$ cat src/hw/rtl/thermistor_temperature_linearizer_macros.svh
// ----------------------------------------------------------------------------
// Thermistor linearizer assertion macros
// Concurrent checks clocked on clk and switched off while arst_n is low.
// ----------------------------------------------------------------------------
`ifndef THERMISTOR_TEMPERATURE_LINEARIZER_MACROS_SVH
`define THERMISTOR_TEMPERATURE_LINEARIZER_MACROS_SVH

// Consequent must hold in the same cycle as the antecedent
`define TLIN_ASSERT_SAME(lbl, ante, cons, msg) \
	lbl: assert property (@(posedge clk) disable iff (!arst_n) (ante) |-> (cons)) \
		else $error(msg);

// Consequent must hold in the cycle after the antecedent
`define TLIN_ASSERT_NEXT(lbl, ante, cons, msg) \
	lbl: assert property (@(posedge clk) disable iff (!arst_n) (ante) |=> (cons)) \
		else $error(msg);

`endif

$ cat src/hw/rtl/tlin_pkg.sv
// ----------------------------------------------------------------------------
// Thermistor linearizer package
// Shared codes, constants, controller states and control bundles.
// ----------------------------------------------------------------------------
`default_nettype none

package tlin_pkg;

	// Result status codes
	localparam logic [1:0] STS_VALID   = 2'd0;
	localparam logic [1:0] STS_ADC_ERR = 2'd1;
	localparam logic [1:0] STS_RANGE   = 2'd2;

	// Configuration register indexes
	localparam logic [2:0] REG_MIN_MV  = 3'd0;
	localparam logic [2:0] REG_MAX_MV  = 3'd1;
	localparam logic [2:0] REG_PULLUP  = 3'd2;
	localparam logic [2:0] REG_SUPPLY  = 3'd3;
	localparam logic [2:0] REG_COEF_A  = 3'd4;
	localparam logic [2:0] REG_COEF_B  = 3'd5;
	localparam logic [2:0] REG_COEF_C  = 3'd6;

	// Register reset values
	localparam logic [12:0] RST_MIN_MV = 13'd100;
	localparam logic [12:0] RST_MAX_MV = 13'd3200;
	localparam logic [19:0] RST_PULLUP = 20'd10000;
	localparam logic [12:0] RST_SUPPLY = 13'd3300;
	localparam logic signed [48:0] RST_COEF_A = -49'sd256802152294;
	localparam logic signed [48:0] RST_COEF_B = 49'sd147206537757;
	localparam logic signed [48:0] RST_COEF_C = -49'sd198317138;

	// Arithmetic constants
	localparam logic [30:0] LN2_Q30     = 31'd744261118;
	localparam logic [63:0] TERM_LIM    = 64'h2000_0000_0000_0000;
	localparam logic [54:0] HUNDRED_Q48 = 55'd100 << 48;
	localparam logic [15:0] KELVIN_C100 = 16'd27315;
	localparam logic [15:0] MAG_CAP     = 16'd51200;
	localparam logic [9:0]  RECIP_100   = 10'd656;
	localparam logic [9:0]  TEMP_MAX    = 10'd511;
	localparam logic [5:0]  DIV_R_ITERS = 6'd41;
	localparam logic [5:0]  DIV_T_ITERS = 6'd55;
	localparam logic [5:0]  LOG_TOP_EXP = 6'd40;
	localparam logic [4:0]  SQR_STEPS   = 5'd23;
	localparam logic [4:0]  MUL_STEPS   = 5'd3;

	typedef enum logic [3:0] {
		ST_IDLE, ST_DIV_R, ST_NORM, ST_SQR, ST_LN, ST_MSTART, ST_MSTEP, ST_MWRITE,
		ST_SUM, ST_DCHK, ST_DIV_T, ST_CEL1, ST_CEL2, ST_FIN
	} state_t;

	// Product terms worked out on the shared multiplier
	typedef enum logic [1:0] {MOP_L2, MOP_L3, MOP_TB, MOP_TC} mop_t;

	// How an item ends
	typedef enum logic [1:0] {FIN_HOLD, FIN_RANGE, FIN_DZERO, FIN_CEL} fin_t;

	typedef struct packed {
		logic load;
		logic norm_load;
		logic norm_step;
		logic sq_load;
		logic sq_step;
		logic ln_calc;
		logic mul_start;
		mop_t mul_op;
		logic mul_step;
		logic mul_write;
		logic sum;
		logic div_t_start;
		logic cel1;
		logic cel2;
		logic fin;
		fin_t fin_kind;
	} cmd_t;

	typedef struct packed {
		logic bad;
		logic rq_zero;
		logic div_busy;
		logic norm_done;
		logic d_zero;
	} sts_t;

endpackage

`default_nettype wire

$ cat src/hw/rtl/tlin_ctrl.sv
// ----------------------------------------------------------------------------
// Thermistor linearizer controller
// Sequences one sample through division, logarithm, products and reciprocal.
// ----------------------------------------------------------------------------
`default_nettype none

module tlin_ctrl (
	input  wire logic         clk,
	input  wire logic         arst_n,
	input  wire logic         in_valid,
	output logic              in_ready,
	output logic              out_valid,
	input  wire logic         out_ready,
	input  wire tlin_pkg::sts_t sts,
	output tlin_pkg::cmd_t    cmd
);

	tlin_pkg::state_t state_q, state_d;
	logic [4:0]       cnt_q, cnt_d;
	tlin_pkg::mop_t   mop_q, mop_d;
	tlin_pkg::fin_t   fin_q, fin_d;
	logic             out_valid_q;

	// State and sequencing registers
	always_ff @(posedge clk or negedge arst_n) begin
		if (!arst_n) begin
			state_q <= tlin_pkg::ST_IDLE;
			cnt_q   <= '0;
			mop_q   <= tlin_pkg::MOP_L2;
			fin_q   <= tlin_pkg::FIN_HOLD;
		end else begin
			state_q <= state_d;
			cnt_q   <= cnt_d;
			mop_q   <= mop_d;
			fin_q   <= fin_d;
		end
	end

	// Result register occupancy
	always_ff @(posedge clk or negedge arst_n) begin
		if (!arst_n) begin
			out_valid_q <= 1'b0;
		end else if (cmd.fin) begin
			out_valid_q <= 1'b1;
		end else if (out_ready) begin
			out_valid_q <= 1'b0;
		end
	end

	assign out_valid = out_valid_q;
	assign in_ready  = state_q == tlin_pkg::ST_IDLE;

	// Next state and commands
	always_comb begin
		state_d = state_q;
		cnt_d   = cnt_q;
		mop_d   = mop_q;
		fin_d   = fin_q;
		cmd     = '0;
		cmd.mul_op   = mop_q;
		cmd.fin_kind = fin_q;
		case (state_q)
			tlin_pkg::ST_IDLE: begin
				if (in_valid) begin
					cmd.load = 1'b1;
					state_d  = tlin_pkg::ST_DIV_R;
				end
			end
			tlin_pkg::ST_DIV_R: begin
				if (sts.bad) begin
					fin_d   = tlin_pkg::FIN_HOLD;
					state_d = tlin_pkg::ST_FIN;
				end else if (!sts.div_busy) begin
					if (sts.rq_zero) begin
						fin_d   = tlin_pkg::FIN_RANGE;
						state_d = tlin_pkg::ST_FIN;
					end else begin
						cmd.norm_load = 1'b1;
						state_d       = tlin_pkg::ST_NORM;
					end
				end
			end
			tlin_pkg::ST_NORM: begin
				if (sts.norm_done) begin
					cmd.sq_load = 1'b1;
					cnt_d       = tlin_pkg::SQR_STEPS;
					state_d     = tlin_pkg::ST_SQR;
				end else begin
					cmd.norm_step = 1'b1;
				end
			end
			tlin_pkg::ST_SQR: begin
				cmd.sq_step = 1'b1;
				if (cnt_q == 5'd0) begin
					state_d = tlin_pkg::ST_LN;
				end else begin
					cnt_d = cnt_q - 5'd1;
				end
			end
			tlin_pkg::ST_LN: begin
				cmd.ln_calc = 1'b1;
				mop_d       = tlin_pkg::MOP_L2;
				state_d     = tlin_pkg::ST_MSTART;
			end
			tlin_pkg::ST_MSTART: begin
				cmd.mul_start = 1'b1;
				cnt_d         = tlin_pkg::MUL_STEPS;
				state_d       = tlin_pkg::ST_MSTEP;
			end
			tlin_pkg::ST_MSTEP: begin
				cmd.mul_step = 1'b1;
				if (cnt_q == 5'd0) begin
					state_d = tlin_pkg::ST_MWRITE;
				end else begin
					cnt_d = cnt_q - 5'd1;
				end
			end
			tlin_pkg::ST_MWRITE: begin
				cmd.mul_write = 1'b1;
				state_d       = tlin_pkg::ST_MSTART;
				case (mop_q)
					tlin_pkg::MOP_L2: mop_d = tlin_pkg::MOP_L3;
					tlin_pkg::MOP_L3: mop_d = tlin_pkg::MOP_TB;
					tlin_pkg::MOP_TB: mop_d = tlin_pkg::MOP_TC;
					default: state_d = tlin_pkg::ST_SUM;
				endcase
			end
			tlin_pkg::ST_SUM: begin
				cmd.sum = 1'b1;
				state_d = tlin_pkg::ST_DCHK;
			end
			tlin_pkg::ST_DCHK: begin
				if (sts.d_zero) begin
					fin_d   = tlin_pkg::FIN_DZERO;
					state_d = tlin_pkg::ST_FIN;
				end else begin
					cmd.div_t_start = 1'b1;
					state_d         = tlin_pkg::ST_DIV_T;
				end
			end
			tlin_pkg::ST_DIV_T: begin
				if (!sts.div_busy) begin
					state_d = tlin_pkg::ST_CEL1;
				end
			end
			tlin_pkg::ST_CEL1: begin
				cmd.cel1 = 1'b1;
				state_d  = tlin_pkg::ST_CEL2;
			end
			tlin_pkg::ST_CEL2: begin
				cmd.cel2 = 1'b1;
				fin_d    = tlin_pkg::FIN_CEL;
				state_d  = tlin_pkg::ST_FIN;
			end
			tlin_pkg::ST_FIN: begin
				// Hand over once the result register is free or emptying
				if (!out_valid_q || out_ready) begin
					cmd.fin = 1'b1;
					state_d = tlin_pkg::ST_IDLE;
				end
			end
			default: state_d = tlin_pkg::ST_IDLE;
		endcase
	end

endmodule

`default_nettype wire

$ cat config.mk
export PLATFORM = sky130hd
export DESIGN_NAME = tlin_ctrl
export DESIGN_NICKNAME = d
export VERILOG_FILES = /design/src/hw/rtl/thermistor_temperature_linearizer_macros.svh /design/src/hw/rtl/tlin_pkg.sv /design/src/hw/rtl/tlin_ctrl.sv
export SDC_FILE = /design/constraint.sdc
export NUM_CORES = 1
export LEC_CHECK = 0
export ABC_CLOCK_PERIOD_IN_PS = 2400
export BUFFER_PORTS_ARGS = -buffer_cell sky130_fd_sc_hd__buf_2
export CELL_PAD_IN_SITES_DETAIL_PLACEMENT = 1
export CELL_PAD_IN_SITES_GLOBAL_PLACEMENT = 2
export CORE_ASPECT_RATIO = 0.5
export CORE_UTILIZATION = 31
export CTS_CLUSTER_DIAMETER = 100
export DETAILED_ROUTE_END_ITERATION = 6
export PLACE_DENSITY_LB_ADDON = 0.15
export SLEW_MARGIN = 20
export SYNTH_ARGS = -nofsm -noshare
export SYNTH_HDL_FRONTEND = slang
export SYNTH_SLANG_ARGS = --single-unit
$ cat constraint.sdc
create_clock -name clk -period 2.4 [get_ports clk]
set_clock_uncertainty 0.15 [all_clocks]
set_input_delay 0.48 -clock clk [delete_from_list [all_inputs] [get_ports clk]]
set_output_delay 0.48 -clock clk [all_outputs]
set_load 0.05 [all_outputs]
Word-level counts from Yosys, hierarchy flattened
Index checks and enable logic that the tools add are counted.

Add/sub/neg operators: 1. Equal/unequal tests: 26. Reduce and logical (&&, ||, !) cells: 15. Muxes and demuxes: 45.

Operator list (number): one-hot mux 4 bit (14 select lines) (1); 2-to-1 mux 4 bit (10); == test 4 bit, second input constant (6); 2-to-1 mux 1 bit (22); == test 4 x 3 -> 1 bit, second input constant (4); != test 2 bit, second input constant (8); one-hot mux 5 bit (3 select lines) (1); one-hot mux 2 bit (3 select lines) (2); 2-to-1 mux 2 bit (5); 2-to-1 mux 5 bit (2); == test 4 x 2 -> 1 bit, second input constant (2); AND reduction 7 bit (1); != test 3 bit, second input constant (2); nonzero test 3 bit (2); zero test 5 bit (1); subtractor 5 x 1 -> 5 bit, second input constant (1); == test 4 x 1 -> 1 bit, second input constant (1); zero test 4 bit (1); != test 4 x 1 -> 1 bit, second input constant (1); one-hot mux 2 bit (2 select lines) (1); AND reduction 4 bit (1); nonzero test 2 bit (2); 2-to-1 mux 3 bit (1); AND reduction 3 bit (1); other kinds (8) (8).

Flip-flop bits (word level): 14. Logic and storage cells: 92.

Depth between registers and ports, before layout
Depth after elaboration: 5. Depth in mapped cells: 6. Mapped depth without buffers: 6.

Least setup slack after synthesis
Ideal clock, no wire load.

Kind: register to output. Start: register state_q[2]. End: output cmd[17] (netlist bit). Cell stages (with the launch flop): 6. Arrival time: 2582 ps. Required time: 1770 ps. Buffers on the path: 2. Slack: -812 ps. Path through: dfrtp_1 > buf_4 > or2_2 > clkbuf_1 > nor3_1 > and2_1.

RTL lines: from (decl) (line tlin_ctrl.sv:18) `tlin_pkg::state_t state_q, state_d;`; from (signal assigned) (line tlin_ctrl.sv:27) `state_q <= tlin_pkg::ST_IDLE;`; from (signal assigned) (line tlin_ctrl.sv:32) `state_q <= state_d;`; to (decl) (line tlin_ctrl.sv:15) `output tlin_pkg::cmd_t cmd`.

==> reports/metrics.yaml <==
status: "finished, final reports clean"
first_pass_iters: 4
p_leak_nw: 0.691
grt_pass1_vias: 1144
power_frac_comb: 0.653
synthTopCellsByCount: "dfrtp_1 (14), nor3_1 (13), nor2_1 (9)"
num_antenna_cells: 0
vdd_drop_max_mv: 0.615
die_area_sq_um: 4180
die-width_um: 90.4
fillCellCount: 447
initial_core_util: 0.338
vias: 1200
clockRootBuffer: "clkbuf_8"
syn-num-nets: 161
worstPathArrival_ps: 1710
grt_pass1_wl_um: 5940
syn_area_sq_um: 1210
tightest_slew_ps: 503
end_kind: "primary output"
yosys_warnings: 0
period_needed_ps: 2340
ys_seq_area_frac: 0.289
worstSkewPairLatency_ps: 260
gp_congestion: 0.838
finalSetupViolCount: 0
crit_required_ps: 1770
wl_per_cell_um: 16.4
p_sw_mw: 1.12
whs_ps: 362
synthFlopType: "dfrtp_1"
max_freq_mhz: 428
path_cells: "nand2b_1 -> nor2_1 -> buf_2"
drt_wl_total_um: 3710
r2r_end: "state_q[0]"
layout-drive-gt1-share: 0.313
final_antenna_net_count: 0
rsz0062_at_grt: "false"
via_per_inst: 5.29
grt.total_usage: 0.192
yosys.area.top_type: "dfrtp_1"
drc: 0
fin_util: 0.428
portBuffers: 28
ys_seq_elements: 14
htree_levels: 1
dpl.cell_count: 222
post-route-period-util: 0.974
finalNonFillerCells: 227
synth-async-reset-ratio: 1.00
r2r_cells: 4
finalHoldViolations: 0
synth_most_common_cell: "dfrtp_1"
post-layout-total-power_mw: 2.09
fin_nets: 193
synth_top_area_share: 0.289
synth_cells: 145
crit_path_start: "state_q[3]"
die_h_um: 46.2
finalSetupTns_ps: 0
path_class: "reg2out"
avgSynthCellArea_sq_um: 8.35
critPathMaxStageDelay_ps: 510
endpoint: "cmd[7]"
clock-sinks: 14
cts_buffers: 3
clk_path_buf_depth: 2
pwr-share-seq: 0.228
antenna_found_initial: 0
postCtsSetupBuffers: 0
internal-power_mw: 0.975
startpoint_type: "register"
pwr-share-clk: 0.119
synth_edf_count: 0
synth_area_leaders: "dfrtp_1 (29%), ha_1 (7.2%), nor3_1 (5.4%)"
drtIter0Drc: 63
swShare: 0.534
reg2reg_slack_ps: 360
pin_count: 29
hpwl_um: 2850
overflow: 0
p_per_area_nw_per_um2: 1360
grt_max_degree: 21
maxSlewHeadroom: 0.660
tritoncts: "done"
slowest_stage: "dfrtp_1"
syn2layout_area_growth_pct: 26.7
drv_slew: 0
cap_violations: 0
r2r_start: "state_q[3]"
hold_class: "reg2reg"
rows: 15
ys_types: 49
path_max_fanout: 9
core_region_area_sq_um: 3580
cts.clk_slew.worst_paths_ps: 70
==> worst min-delay path by stage <==
stage                     startpoint        to  slack (ps)  depth (start not counted)
after global routing        fin_q[0]  fin_q[0]         390                          1
after floorplan               arst_n  cnt_q[0]          30                          0
final                       fin_q[1]  fin_q[1]         360                          1
after global placement        arst_n  cnt_q[3]         270                          1
after CTS                   fin_q[1]  fin_q[1]         370                          1
after detailed placement      arst_n  cnt_q[3]         270                          1
==> kinds of logic after synthesis <==
group	count (synthesis)	share of synthesized area
adder cells (fa/ha/maj)	7	0.0723
flip-flops	14	0.289
buffers and inverters	17	0.0599
multiplexers	7	0.0640
AND/OR/NAND/NOR	60	0.281
XOR/XNOR	1	0.00723
AO/OA/AOI/OAI	39	0.226
==> state kept, by name (all words and copies together) (netlist names) <==
register,flops
cnt_q,5
fin_q,2
mop_q,2
out_valid,1
state_q,4
==> power groups by stage <==
stage               combinational (mW)  sequential, mW  clock, mW
global route                      1.49           0.495      0.263
CTS                               1.36           0.475      0.254
finish                            1.37           0.477      0.248
global placement                  1.34           0.479          0
floorplan                        0.932           0.530          0
detailed placement                1.36           0.478          0
==> repair_timing <==
action,4_1_cts,5_1_grt
endpoints found under the hold margin,14,0
hold buffers,1,0
setup endpoints to repair,0,5
gates resized for setup,0,3
==> area by class of cell <==
cell class	instances	area [sq um]	area share
inverter	9	33.8	0.0220
clock buffer	4	55.1	0.0359
multi-input combinational	114	822	0.536
sequential	14	352	0.229
timing repair buffer	35	208	0.135
tap	51	63.8	0.0416
==> worst max-delay path, delay by kind of cell, from the launching register on <==
family | cells | cell delay, ps
buf+inv | 1 | 330
simple gates | 2 | 610
flops | 1 | 510
==> per-layer routing <==
layer / wire (um) / track usage / part of all wire
met2: 1640 / 0.316 / 0.44
met5: 0 / 0 / 0
met1: 1930 / 0.262 / 0.52
met4: 15 / 0.0290 / 0.0040
met3: 126 / 0.0495 / 0.034
==> metrics by stage <==
stage	instance area, sq um	setup WS [ps]
final	1530	61.8
after global routing	1530	12.5
after CTS	1530	19.1
after detailed placement	1460	287
after global placement	1460	278
after floorplan	1240	-289
==> placed cells by master, fill, tap and decap left out, types with 2 or more instances in the layout <==
master	n
a211oi_1	2
nor3_2	3
nand2b_1	7
o21ai_0	6
nor3_1	9
or2_2	2
o21bai_1	3
mux2_2	4
buf_4	5
or3_1	2
inv_1	8
nand3_1	2
buf_2	28
nand2_1	5
dfrtp_1	13
clkbuf_8	4
a21oi_1	8
o21a_1	3
o31ai_1	2
mux2_1	2
o21ai_1	2
nor2_1	9
nor2b_1	8
ha_1	7
Note: power is estimated with default switching activity, not from simulation.
